[config.mk]
export PLATFORM = sky130hd
export DESIGN_NAME = alu_8bit_with_flags_unit_flat
export DESIGN_NICKNAME = d
export VERILOG_FILES = /design/src/design/alu8f_pkg.sv /design/src/design/alu8f_if.sv /design/src/design/alu8f_core.sv /design/src/design/alu_8bit_with_flags_unit.sv /design/src/flat_wrapper.sv
export SDC_FILE = /design/constraint.sdc
export NUM_CORES = 1
export LEC_CHECK = 0
export ABC_AREA = 0
export BUFFER_PORTS_ARGS = -buffer_cell sky130_fd_sc_hd__clkbuf_2
export CORE_AREA = 5 5 96 98
export DETAILED_ROUTE_END_ITERATION = 7
export DIE_AREA = 0 0 101 103
export PLACE_DENSITY = 0.81
export REMOVE_ABC_BUFFERS = 1
export SLEW_MARGIN = 10
export SYNTH_ARGS = -nofsm -noshare
export SYNTH_HDL_FRONTEND = slang
export SYNTH_HIERARCHICAL = 1
export SYNTH_SLANG_ARGS = --single-unit
[constraint.sdc]
create_clock -name clk -period 3.15 [get_ports clk]
set_input_delay 0.315 -clock clk [delete_from_list [all_inputs] [get_ports clk]]
set_output_delay 0.315 -clock clk [all_outputs]
set_load 0.05 [all_outputs]
[src/design/alu8f_pkg.sv]
package alu8f_pkg;

  typedef enum logic [1:0] {
    ACC_COMPUTE = 2'd0,
    ACC_LOAD    = 2'd1,
    ACC_READ    = 2'd2,
    ACC_SPARE   = 2'd3
  } access_t;

  typedef enum logic [3:0] {
    OP_ADD = 4'h0,
    OP_ADC = 4'h1,
    OP_SUB = 4'h2,
    OP_SBB = 4'h3,
    OP_AND = 4'h4,
    OP_OR  = 4'h5,
    OP_XOR = 4'h6,
    OP_INC = 4'h7,
    OP_DEC = 4'h8,
    OP_NOT = 4'h9,
    OP_SHL = 4'hA,
    OP_SHR = 4'hB,
    OP_CLR = 4'hE
  } opcode_t;

  // flag bit positions
  localparam int unsigned FLAG_Z = 0;
  localparam int unsigned FLAG_C = 1;
  localparam int unsigned FLAG_V = 2;

  typedef struct packed {
    logic [1:0] access;
    logic [3:0] opcode;
    logic [7:0] left_operand;
    logic [7:0] right_operand;
    logic [7:0] flags_load_value;
  } item_t;

  typedef struct packed {
    logic [7:0] result;
    logic       result_written;
    logic [7:0] flags_value;
  } res_t;

endpackage

[src/design/alu8f_if.sv]
interface alu8f_in_if;
  logic       valid;
  logic       ready;
  logic [1:0] access;
  logic [3:0] opcode;
  logic [7:0] left_operand;
  logic [7:0] right_operand;
  logic [7:0] flags_load_value;

  modport source (
    output valid, access, opcode, left_operand, right_operand, flags_load_value,
    input  ready
  );
  modport sink (
    input  valid, access, opcode, left_operand, right_operand, flags_load_value,
    output ready
  );
endinterface

interface alu8f_out_if;
  logic       valid;
  logic       ready;
  logic [7:0] result;
  logic       result_written;
  logic [7:0] flags_value;

  modport source (
    output valid, result, result_written, flags_value,
    input  ready
  );
  modport sink (
    input  valid, result, result_written, flags_value,
    output ready
  );
endinterface

[src/design/alu8f_core.sv]
module alu8f_core (
  input  alu8f_pkg::item_t item,
  input  logic [7:0]       flags,
  output alu8f_pkg::res_t  res
);

  logic [8:0] l9;
  logic [8:0] r9;
  logic [8:0] cin9;
  logic [8:0] sum;
  logic       cin;
  logic       defined;
  logic       ovf;
  logic [7:0] val;
  logic [7:0] f;

  assign cin  = flags[alu8f_pkg::FLAG_C];
  assign l9   = {1'b0, item.left_operand};
  assign r9   = {1'b0, item.right_operand};
  assign cin9 = {8'd0, cin};

  always_comb begin
    sum     = 9'd0;
    defined = 1'b1;
    case (alu8f_pkg::opcode_t'(item.opcode))
      alu8f_pkg::OP_ADD: sum = l9 + r9;
      alu8f_pkg::OP_ADC: sum = l9 + r9 + cin9;
      alu8f_pkg::OP_SUB: sum = l9 - r9;
      alu8f_pkg::OP_SBB: sum = l9 - r9 - cin9;
      alu8f_pkg::OP_AND: sum = l9 & r9;
      alu8f_pkg::OP_OR:  sum = l9 | r9;
      alu8f_pkg::OP_XOR: sum = l9 ^ r9;
      alu8f_pkg::OP_INC: sum = r9 + 9'd1;
      alu8f_pkg::OP_DEC: sum = r9 - 9'd1;
      alu8f_pkg::OP_NOT: sum = {1'b0, ~item.right_operand};
      alu8f_pkg::OP_SHL: sum = {item.right_operand, cin};
      alu8f_pkg::OP_SHR: sum = {item.right_operand[0], cin, item.right_operand[7:1]};
      alu8f_pkg::OP_CLR: sum = 9'd0;
      default:           defined = 1'b0;
    endcase
  end

  assign val = sum[7:0];

  // signed overflow, add and subtract only
  always_comb begin
    ovf = 1'b0;
    case (alu8f_pkg::opcode_t'(item.opcode))
      alu8f_pkg::OP_ADD, alu8f_pkg::OP_ADC:
        ovf = (item.left_operand[7] == item.right_operand[7]) &&
              (val[7] != item.left_operand[7]);
      alu8f_pkg::OP_SUB, alu8f_pkg::OP_SBB:
        ovf = (item.left_operand[7] != item.right_operand[7]) &&
              (val[7] != item.left_operand[7]);
      default: ovf = 1'b0;
    endcase
  end

  always_comb begin
    f                      = 8'd0;
    f[alu8f_pkg::FLAG_Z]   = (val == 8'd0);
    f[alu8f_pkg::FLAG_C]   = sum[8];
    f[alu8f_pkg::FLAG_V]   = ovf;
    res.result             = 8'd0;
    res.result_written     = 1'b0;
    res.flags_value        = flags;
    case (alu8f_pkg::access_t'(item.access))
      alu8f_pkg::ACC_COMPUTE: begin
        if (defined) begin
          res.result         = val;
          res.result_written = 1'b1;
          res.flags_value    = f;
        end
      end
      alu8f_pkg::ACC_LOAD: res.flags_value = item.flags_load_value;
      default:             res.flags_value = flags;
    endcase
  end

endmodule

[src/design/alu_8bit_with_flags_unit.sv]
// 8-bit ALU with its own flags register (Z bit 0, C bit 1, V bit 2). One item per
// cycle is taken on in_chan while the result register is not stalled. Its result
// passes the input register, then the result register, before it is shown on
// out_chan. The rate is one item a cycle, set by the flags feedback: the single
// compute stage reads the flags register and writes it back as the result register
// loads, so the next item in the input register already sees the updated carry. A
// stalled result register holds the compute stage and, through it, in_chan.ready.
module alu_8bit_with_flags_unit (
  input  logic              clk,
  input  logic              rst_n,
  alu8f_in_if.sink          in_chan,
  alu8f_out_if.source       out_chan
);

  // input register
  logic             s1_vld_r;
  logic             s1_vld_nxt;
  alu8f_pkg::item_t s1_item_r;

  // result register and flags
  logic             out_vld_r;
  logic             out_vld_nxt;
  alu8f_pkg::res_t  out_res_r;
  logic [7:0]       flags_r;

  alu8f_pkg::res_t  core_res;
  logic             advance;   // compute stage moves into the result register
  logic             in_xfer;

  alu8f_core u_core (
    .item  (s1_item_r),
    .flags (flags_r),
    .res   (core_res)
  );

  // result register free, or being emptied this cycle
  assign advance        = s1_vld_r && (!out_vld_r || out_chan.ready);
  assign in_chan.ready  = !s1_vld_r || advance;
  assign in_xfer        = in_chan.valid && in_chan.ready;

  always_comb begin
    s1_vld_nxt = s1_vld_r;
    if (in_xfer) begin
      s1_vld_nxt = 1'b1;
    end else if (advance) begin
      s1_vld_nxt = 1'b0;
    end
  end

  always_comb begin
    out_vld_nxt = out_vld_r;
    if (advance) begin
      out_vld_nxt = 1'b1;
    end else if (out_chan.ready) begin
      out_vld_nxt = 1'b0;
    end
  end

  always_ff @(posedge clk) begin
    if (!rst_n) begin
      s1_vld_r  <= 1'b0;
      out_vld_r <= 1'b0;
      flags_r   <= 8'd0;
    end else begin
      s1_vld_r  <= s1_vld_nxt;
      out_vld_r <= out_vld_nxt;
      if (advance) begin
        flags_r <= core_res.flags_value;
      end
    end
  end

  // payload, no reset
  always_ff @(posedge clk) begin
    if (in_xfer) begin
      s1_item_r.access           <= in_chan.access;
      s1_item_r.opcode           <= in_chan.opcode;
      s1_item_r.left_operand     <= in_chan.left_operand;
      s1_item_r.right_operand    <= in_chan.right_operand;
      s1_item_r.flags_load_value <= in_chan.flags_load_value;
    end
    if (advance) begin
      out_res_r <= core_res;
    end
  end

  assign out_chan.valid          = out_vld_r;
  assign out_chan.result         = out_res_r.result;
  assign out_chan.result_written = out_res_r.result_written;
  assign out_chan.flags_value    = out_res_r.flags_value;

  // flags register always matches the flags of the result on show
  a_flags_match: assert property (@(posedge clk) disable iff (!rst_n)
    out_vld_r |-> (out_res_r.flags_value == flags_r))
    else $error("flags register differs from pending result");

  // a held item in the input register keeps its payload while the output stalls
  a_s1_hold: assert property (@(posedge clk) disable iff (!rst_n)
    (s1_vld_r && !advance) |=> (s1_vld_r && $stable(s1_item_r)))
    else $error("input register changed while stalled");

  // an item with no written result carries a zero result byte
  a_unwritten_zero: assert property (@(posedge clk) disable iff (!rst_n)
    (out_vld_r && !out_res_r.result_written) |-> (out_res_r.result == 8'd0))
    else $error("result byte non-zero on unwritten item");

  // reset empties the pipeline and clears the flags
  a_reset: assert property (@(posedge clk)
    !rst_n |=> (!out_vld_r && !s1_vld_r && flags_r == 8'd0))
    else $error("reset did not clear control state");

endmodule
[src/flat_wrapper.sv]
// flat-port wrapper written by rule: the top's interface ports become plain ports
module alu_8bit_with_flags_unit_flat 
  (clk, rst_n, in_chan_valid, in_chan_access, in_chan_opcode, in_chan_left_operand, in_chan_right_operand, in_chan_flags_load_value, in_chan_ready, out_chan_valid, out_chan_result, out_chan_result_written, out_chan_flags_value, out_chan_ready);
  alu8f_in_if in_chan_i ();
  alu8f_out_if out_chan_i ();
  input  logic clk;
  input  logic rst_n;
  input wire logic [$bits(in_chan_i.valid)-1:0] in_chan_valid;
  input wire logic [$bits(in_chan_i.access)-1:0] in_chan_access;
  input wire logic [$bits(in_chan_i.opcode)-1:0] in_chan_opcode;
  input wire logic [$bits(in_chan_i.left_operand)-1:0] in_chan_left_operand;
  input wire logic [$bits(in_chan_i.right_operand)-1:0] in_chan_right_operand;
  input wire logic [$bits(in_chan_i.flags_load_value)-1:0] in_chan_flags_load_value;
  output wire logic [$bits(in_chan_i.ready)-1:0] in_chan_ready;
  output wire logic [$bits(out_chan_i.valid)-1:0] out_chan_valid;
  output wire logic [$bits(out_chan_i.result)-1:0] out_chan_result;
  output wire logic [$bits(out_chan_i.result_written)-1:0] out_chan_result_written;
  output wire logic [$bits(out_chan_i.flags_value)-1:0] out_chan_flags_value;
  input wire logic [$bits(out_chan_i.ready)-1:0] out_chan_ready;
  assign in_chan_i.valid = in_chan_valid;
  assign in_chan_i.access = in_chan_access;
  assign in_chan_i.opcode = in_chan_opcode;
  assign in_chan_i.left_operand = in_chan_left_operand;
  assign in_chan_i.right_operand = in_chan_right_operand;
  assign in_chan_i.flags_load_value = in_chan_flags_load_value;
  assign in_chan_ready = in_chan_i.ready;
  assign out_chan_valid = out_chan_i.valid;
  assign out_chan_result = out_chan_i.result;
  assign out_chan_result_written = out_chan_i.result_written;
  assign out_chan_flags_value = out_chan_i.flags_value;
  assign out_chan_i.ready = out_chan_ready;
  alu_8bit_with_flags_unit u_core (.clk(clk), .rst_n(rst_n), .in_chan(in_chan_i), .out_chan(out_chan_i));
endmodule
======== Word-level counts from Yosys, hierarchy flattened ========
Index checks and enable logic that the tools add are counted.
word-level totals
  register bits after elaboration ......... 57
  input bits .............................. 34
  output and inout bits ................... 19
  logic and storage cells ................. 63
cells by class
  add/sub/neg operators ................... 6
  equality and inequality tests ........... 16
  multiplexer cells ....................... 9
  bitwise gates (word level) .............. 4
  reduce and logical (&&, ||, !) cells .... 17
operator list
  operator                                                             count
  9-bit case mux with 12 select lines                                  1
  4-bit == test (second input constant)                                5
  4-bit by 3-bit == test with 1-bit output (second input constant)     4
  8-bit case mux with 2 select lines                                   1
  13-bit OR reduction                                                  1
  8-bit by 1-bit adder with 9-bit output (second input constant)       1
  8-bit by 8-bit adder with 9-bit output                               1
  9-bit by 1-bit adder with 9-bit output                               1
  9-bit two-way mux                                                    1
  8-bit by 1-bit subtractor with 9-bit output (second input constant)  1
  8-bit by 8-bit subtractor with 9-bit output                          1
  9-bit by 1-bit subtractor with 9-bit output                          1
  8-bit bitwise AND                                                    1
  4-bit by 2-bit == test with 1-bit output (second input constant)     2
  8-bit logical NOT                                                    1
  8-bit inverter                                                       1
  8-bit bitwise OR                                                     1
  8-bit XOR                                                            1
  1-bit two-way mux                                                    5
  4-bit by 1-bit == test with 1-bit output (second input constant)     1
  1-bit logical AND                                                    4
  4-bit logical NOT                                                    1
  2-bit nonzero test                                                   2
  2-bit OR reduction                                                   2
  8 further kinds                                                      11

======== Longest topological paths before layout ========
Gate-level depths: netlist (run 1).
  depth in word-level cells ............... 8
  gate-level depth with buffers ........... 15
  mapped depth without buffers ............ 14

======== Hierarchy ========
Netlist (run 1), hierarchy kept.
by module, submodules not included
  module                    instances  cells each  area an instance (um2)  seq. area each (um2)
  alu8f_core                1          370         2544.9                  0.0
  alu_8bit_with_flags_unit  1          91          1824.2                  1611.5

======== Worst setup path after synthesis (run 1) ========
No wires, ideal clock.
  path type ............................... register to register
  start ................................... register u_core/s1_item_r[24] (netlist name)
  end ..................................... register u_core.out_res_r, in the netlist u_core/out_chan.flags_value[2] (data pin)
  setup time .............................. 0.258 ns
  arrival ................................. 3.085 ns
  data required time ...................... 2.892 ns
  path slack .............................. -0.193 ns
  stages on the path, launching flop included .. 14
  buffers on the path ..................... 1
  period minus slack after synthesis ...... 3.343 ns
  cell sequence ........................... edfxtp_1 -> clkbuf_1 -> nor2_1 -> nand2_1 -> inv_1 -> ha_1 -> and2_1 -> a221o_1 -> o211a_1 -> o21ai_0 -> or3b_2 -> and4_4 -> xnor2_1 -> a21o_1
RTL lines
  item                    line                            source
  start: declaration      alu_8bit_with_flags_unit.sv:18  alu8f_pkg::item_t s1_item_r;
  end signal: assignment  alu_8bit_with_flags_unit.sv:83  out_res_r <= core_res;
  end: declaration        alu_8bit_with_flags_unit.sv:23  alu8f_pkg::res_t out_res_r;

==> impl_results.md, run 1 <==
* Clk_lat worst skew at 0.34 ns
* First-pass detailed-route iteration total at 5
* Max-Cap Viols at 0
* Min-delay worst type: primary input to register
* Hold_ws at 0.139 ns
* Critical path required time at 3.36 ns
* H-tree levels at 3
* Port Buffers at 52
* Hold buffers post-CTS at 0
* Tot GR Track Use at 27.2%
* Avg Cell Area, Syn at 9.48 um2
* Reg2reg start: u_core/s1_item_r[8]
* Min cycle time layout at 3.17 ns
* R2R depth at 14
* Setup_tns at -0.0326 ns
* Slew headroom at 48.1%
* Largest net degree at the start of global routing at 31
* Final net count at 668
* First-pass GRT wire length at 21.4 mm
* Clk sinks at 57
* Leak at 2.48 nW
* Crit path capture type: register
* Iter 0 DRT Violations at 401
* Cell Area, Synth at 0.00437 mm2
* Final Cycle Share at 101%
* Post-route DRC at 0
* Final clock skew at 0.0109 ns
* Placeable Area at 0.00838 mm2
* Actual slew at the worst max-slew pin at 0.777 ns
* Start point of the worst min-delay path: in_chan_flags_load_value[4]
* Initial antenna violation count at 0
* Row count at 34
* Worst setup margin at -0.0222 ns
* Syn-to-layout area delta at 33.2%
* Fmax at 0.315 GHz
* Worst Hold End: u_core/s1_item_r[4]
* CTS max path bufs at 2
* Asr flop ratio synth at 0%
* Violated checks: negative setup slack
* Share of cells above drive strength 1 at 36.4%
* Register area share after synthesis at 36.9%
* DR vias at 4342
* Setup Crit Path Kind: register to register
* Multi-input logic area at 0.00282 mm2
* RSZ-0062 raised after global routing: yes
* Worst Path Max Fanout at 4
* Die X at 101 um
* Initial Utilization at 52.1%
* Total Die Area at 0.0104 mm2
* Final Wtd Congestion at 1.04
* Filler cells at 620
* Most common cell after layout, fill and taps aside: buf_4
* Register area at 0.00161 mm2
* Routed Antenna Nets at 0
* Grt ovf at 0
* Gate Count Post-Synth at 461
* Flops & latches, synth at 57
* Hold path cells at 1
* Final setup violation count at 2
* Startpoint Class: register
* Vias in the first global route at 4109
* Drt wl/cell at 19.8 um
* Fin util at 69.4%
* DR vias/cell at 6.12
* Inserted Diodes at 0
* Detailed placement HPWL at 10.4 mm
* Leading cell types in the layout, fill and taps excluded: buf_4, clkbuf_2, edfxtp_1, nand2_1, nor2_1
* Crit path DAT at 3.38 ns
* Register-to-register setup slack at -0.02 ns
* Power density over cell area at 400 mW/mm2
* Clk root buf: clkbuf_8
* Die height at 103 um
* Synth unique cells at 67
* Clock-pin slew on the worst setup and hold paths at 0.08 ns
* Dominant synthesized flop cell: edfxtp_1
* DRT Wirelength at 14.1 mm
* Worst vdd ir at 0.000250 V
* Yosys warnings at 6
* Num ports at 53
* CTS Buf Count at 9
* CTS tree: done
* Outcome: complete, but fails checks
* Worst R2R End: u_core/flags_r[0]
* EDFF count, synth at 47
* Hold Violations, Final at 0
* Final Max Tran Viols at 0
logic make-up after synthesis:
family	Yosys count	synth area share [%]
buf+inv	46	4.30
simple gates	162	19.6
xor+xnor	21	4.21
compound gates	121	19.9
mux	16	3.75
flops	57	36.9
fa+ha+maj	38	11.4
sequential cells by signal (all words and copies together) (netlist names):
signal                          cells
u_core/out_chan.valid               1
u_core/out_chan.result              8
u_core/flags_r                      8
u_core/s1_vld_r                     1
u_core/out_chan.flags_value         8
u_core/out_chan.result_written      1
u_core/s1_item_r                   30
critical path, cell delays in order, from the launching register on:
cell      delay, ns
edfxtp_1       0.46
buf_6          0.16
ha_4           0.16
fa_2           0.36
a211oi_2       0.25
buf_4          0.16
o21a_1         0.12
o211ai_1       0.11
and4b_1        0.29
mux2_4         0.31
and4_4         0.17
buf_4          0.14
a31o_2         0.23
nand2_1        0.06
mux2i_1        0.07
synthesized netlist by cell type, drive strengths merged, types with 6 or more instances:
cell    number  area [um2]
nor3        12        60.1
xor2         6        52.6
a21oi       18        90.1
xnor2       15         131
nor2        32         120
a211o        7        61.3
nor3b        6        45.0
nand2b       9        56.3
edfxtp      47        1410
dfxtp       10         200
buf          8        45.0
nand3       11        55.1
o211ai       7        52.6
inv         28         105
nand2       42         158
ha          35         438
a211oi       6        45.0
clkbuf      10        37.5
and3         7        48.8
a22o         8        70.1
o21ai       22         110
nor2b       13        91.3
mux2i       13         130
report_power, final:
group,switching [mW],internal [mW]
registers,0.0218,0.861
clock network,0.330,0.308
logic,0.450,0.358
per-layer routing:
metal | GRT usage (%) | wire length (um) | up-vias
met5 | 0 | 0 | -
met4 | 11.2 | 512 | 0
met3 | 4.60 | 1150 | 45
met2 | 42.4 | 6400 | 216
met1 | 37.6 | 6010 | 2077
li1 | - | - | 2004
metrics by stage:
stage	total power [mW]	instances	instance area (um2)	setup WS, ns
6_report	2.33	709	5820	-0.0222
5_1_grt	2.43	709	5820	-0.118
4_1_cts	2.28	701	5690	0.00452
3_5_place_dp	1.58	673	5220	-0.374
3_3_place_gp	1.57	673	5220	-0.307
2_1_floorplan	1.30	443	4290	-0.336
layout make-up:
type	instances	share of cell area (%)
multi-input combinational	358	48.4
clock buffer	10	2.37
clock inverter	6	0.731
sequential	57	27.7
inverter	28	1.85
tap	108	2.32
timing repair buffer	142	16.6
worst max path at each step:
stage                         startpoint           endpoint  slack [ns]
floorplan           u_core/s1_item_r[24]  u_core/flags_r[2]       -0.34
global placement    u_core/s1_item_r[25]  u_core/flags_r[0]       -0.31
detailed placement  u_core/s1_item_r[26]  u_core/flags_r[0]       -0.37
CTS                 u_core/s1_item_r[17]  u_core/flags_r[0]       0.005
global route         u_core/s1_item_r[8]  u_core/flags_r[0]       -0.12
finish               u_core/s1_item_r[8]  u_core/flags_r[0]       -0.02
repair_timing:
action / in CTS / in global routing
endpoints found under the setup margin: 9 / 8
pin swaps: 22 / 12
setup buffers: 13 / 8
gates resized for setup: 41 / 19
Note: power is estimated with default switching activity, not from simulation.
==> run 2, diff against run 1 <==
--- a/config.mk
+++ b/config.mk
@@ -7,9 +7,9 @@
 export LEC_CHECK = 0
 export ABC_AREA = 0
 export BUFFER_PORTS_ARGS = -buffer_cell sky130_fd_sc_hd__clkbuf_2
-export CORE_AREA = 5 5 96 98
+export CORE_AREA = 2 2 93 95
 export DETAILED_ROUTE_END_ITERATION = 7
-export DIE_AREA = 0 0 101 103
+export DIE_AREA = 0 0 95 97
 export PLACE_DENSITY = 0.81
 export REMOVE_ABC_BUFFERS = 1
 export SLEW_MARGIN = 10
==> impl_results.md, run 2 (same netlist as run 1, synthesis figures left out) <==
* Grt ovf at 0 (unchanged)
* Syn-to-layout area delta at 32.0%
* Min-delay worst type: primary input to register
* Final setup violation count at 0 (-2)
* Post-route cell area at 0.00577 mm2 (-0.88%)
* Final Max Tran Viols at 0 (unchanged)
* Initial Utilization at 53.7% (+1.6 points)
* Fin util at 70.9% (+1.5 points)
* Routed Antenna Nets at 0 (unchanged)
* Slew headroom at 56.8% (+8.7 points)
* DR vias at 4364 (+0.51%)
* Post-route DRC at 0 (unchanged)
* Setup Crit Path Kind: register to register
* DRT Wirelength at 14.4 mm (+2.7%)
* Iter 0 DRT Violations at 630 (+57%)
* Crit path capture type: register
* Inserted Diodes at 0 (unchanged)
* Tot GR Track Use at 31.2% (+4.1 points)
* Total power at 2.36 mW (+1.5%)
* Die X at 95 um (-5.9%)
* Share of cells above drive strength 1 at 36.0% (-0.40 points)
* Slowest stage delay, CP at 0.40 ns (-0.06 ns)
* Placed insts at 663 (-1.5%)
* Hold Violations, Final at 0 (unchanged)
* Register share of total power at 37.4% (-0.5 points)
* Crit path DAT at 3.41 ns (+0.03 ns)
* Num ports at 53 (unchanged)
* Detailed placement HPWL at 10.5 mm (+0.95%)
* Die height at 97 um (-5.8%)
* Clk sinks at 57 (unchanged)
* Hold buffers post-CTS at 0 (unchanged)
* Actual slew at the worst max-slew pin at 0.646 ns (-0.131 ns)
* Clock share of power at 29.7% (+2.3 points)
* Vias in the first global route at 4237 (+3.1%)
* Critical path required time at 3.41 ns (+0.05 ns)
* Power density over cell area at 410 mW/mm2 (+2.4%)
* Fmax at 0.318 GHz (+0.75%)
* Clk root buf: clkbuf_8
* Final clock skew at 0.00906 ns (-0.00189 ns)
* Leak at 2.42 nW (-2.2%)
* Switching share of total power at 33.2% (-1.2 points)
* Largest register FFs at 30 (unchanged)
* Filler cells at 597 (-3.7%)
* H-tree levels at 3 (unchanged)
* Port Buffers at 52 (unchanged)
* Internal Power at 1.58 mW (+3.4%)
* Crit path cell chain: nor2_2 > nand2_2 > clkinv_4 > ha_4 > and2_4 > a221o_1 > or3_4 > a32oi_2 > o211ai_1 > a211oi_2 > and4_1 > a31o_2 > nand2_1 > mux2i_1
* Startpoint Class: register
* Slowest-stage cell, CP: edfxtp_1
* Leading cell types in the layout, fill and taps excluded: buf_4, clkbuf_2, edfxtp_1, nand2_1, nor2_1
* Clk_lat worst skew at 0.33 ns (about the same)
* Clock-pin slew on the worst setup and hold paths at 0.08 ns (about the same)
* Min cycle time layout at 3.15 ns (-0.0236 ns)
* DP Area at 0.00515 mm2 (-1.3%)
* Initial antenna violation count at 0 (unchanged)
* Worst vdd ir at 0.000330 V (+32%)
* Final net count at 658 (-1.5%)
* Total Die Area at 0.00922 mm2 (-11%)
* Hold_ws at 0.151 ns (+0.0113 ns)
* Largest net degree at the start of global routing at 31 (unchanged)
* Combinational share of power at 32.9% (-1.8 points)
* Row count at 33 (-2.9%)
* RSZ-0062 raised after global routing: yes
* CTS max path bufs at 2 (unchanged)
* DR vias/cell at 6.27 (+2.4%)
* Final Instance Count excl. Fillers at 696 (-1.8%)
* Final Cycle Share at 100% (-0.75 points)
* CTS Buf Count at 9 (unchanged)
* Drt wl/cell at 20.7 um (+4.6%)
* Placeable Area at 0.00813 mm2 (-2.9%)
* Switching power at 786 uW (-2.0%)
* Max-Cap Viols at 0 (unchanged)
* Worst setup margin at 0.00146 ns (+0.0236 ns)
* Most common cell after layout, fill and taps aside: buf_4
* Setup_tns at 0 ns (+0.0326 ns)
* Worst slack, placed at -0.235 ns (+0.139 ns)
* First-pass detailed-route iteration total at 5 (unchanged)
* CTS tree: done
* Largest Register: u_core/s1_item_r
* Final Wtd Congestion at 1.04 (+0.68%)
* Worst Path Max Fanout at 5 (+1)
* Outcome: complete, no violations
* First-pass GRT wire length at 22.0 mm (+2.6%)
run 2: changes by cell type in the layout (fill, tap and decap cells not counted), sizes merged:
| cell | before | now |
|---|---|---|
| bufinv | 0 | 1 |
| clkinv | 3 | 4 |
| clkinvlp | 2 | 1 |
| buf | 90 | 80 |
| inv | 29 | 27 |
| clkbuf | 62 | 63 |
run 2: path summary, 6_finish.rpt:
kind | from | to | slack, ns | cells past startpoint
max | u_core/s1_item_r[25] | u_core/flags_r[0] | 0.001 | 14
min | in_chan_left_operand[3] | u_core/s1_item_r[19] | 0.15 | 1
max reg2reg | u_core/s1_item_r[25] | u_core/flags_r[0] | 0.001 | 14
min reg2reg | u_core/flags_r[5] | u_core/flags_r[5] | 0.47 | 2
run 2: timing repair:
action | 4_1_cts | 5_1_grt
pin swaps | 9 | 23
endpoints found under the setup margin | 8 | 8
gates resized for setup | 18 | 46
setup buffers | 11 | 8
run 2: cell type report:
type                    instances  area (um2)  area share (%)
multi-input cells             358        2850            49.4
flip-flops and latches         57        1610            27.9
inverters                      28         110            1.91
repair buffers                132         868            15.1
well taps                     105         131            2.28
clock inverters                 5        55.1           0.955
clock buffers                  11         141            2.45
run 2: power groups by stage:
stage	combinational [mW]	clock (mW)	sequential, mW
after floorplan	0.348	0	0.954
after global routing	0.827	0.742	0.887
after detailed placement	0.665	0	0.900
after CTS	0.700	0.717	0.884
after global placement	0.658	0	0.897
final	0.778	0.703	0.884
run 2: per-layer routing:
layer | wire, um | up-vias | track usage (%)
met1 | 5790 | 2076 | 42.8
met5 | 0 | - | 0
met3 | 1400 | 40 | 4.91
met4 | 413 | 0 | 12.5
met2 | 6830 | 267 | 49.1
li1 | - | 1981 | -
run 2: critical path: cells and delay by family, from the launching register on:
kind                       cells  cell delay [ns]
and+or+nand+nor                6             1.08
adders and majority gates      1             0.20
DFF                            1             0.40
buffers and inverters          1             0.10
muxes                          1             0.12
AOI/OAI and AO/OA              5             1.17
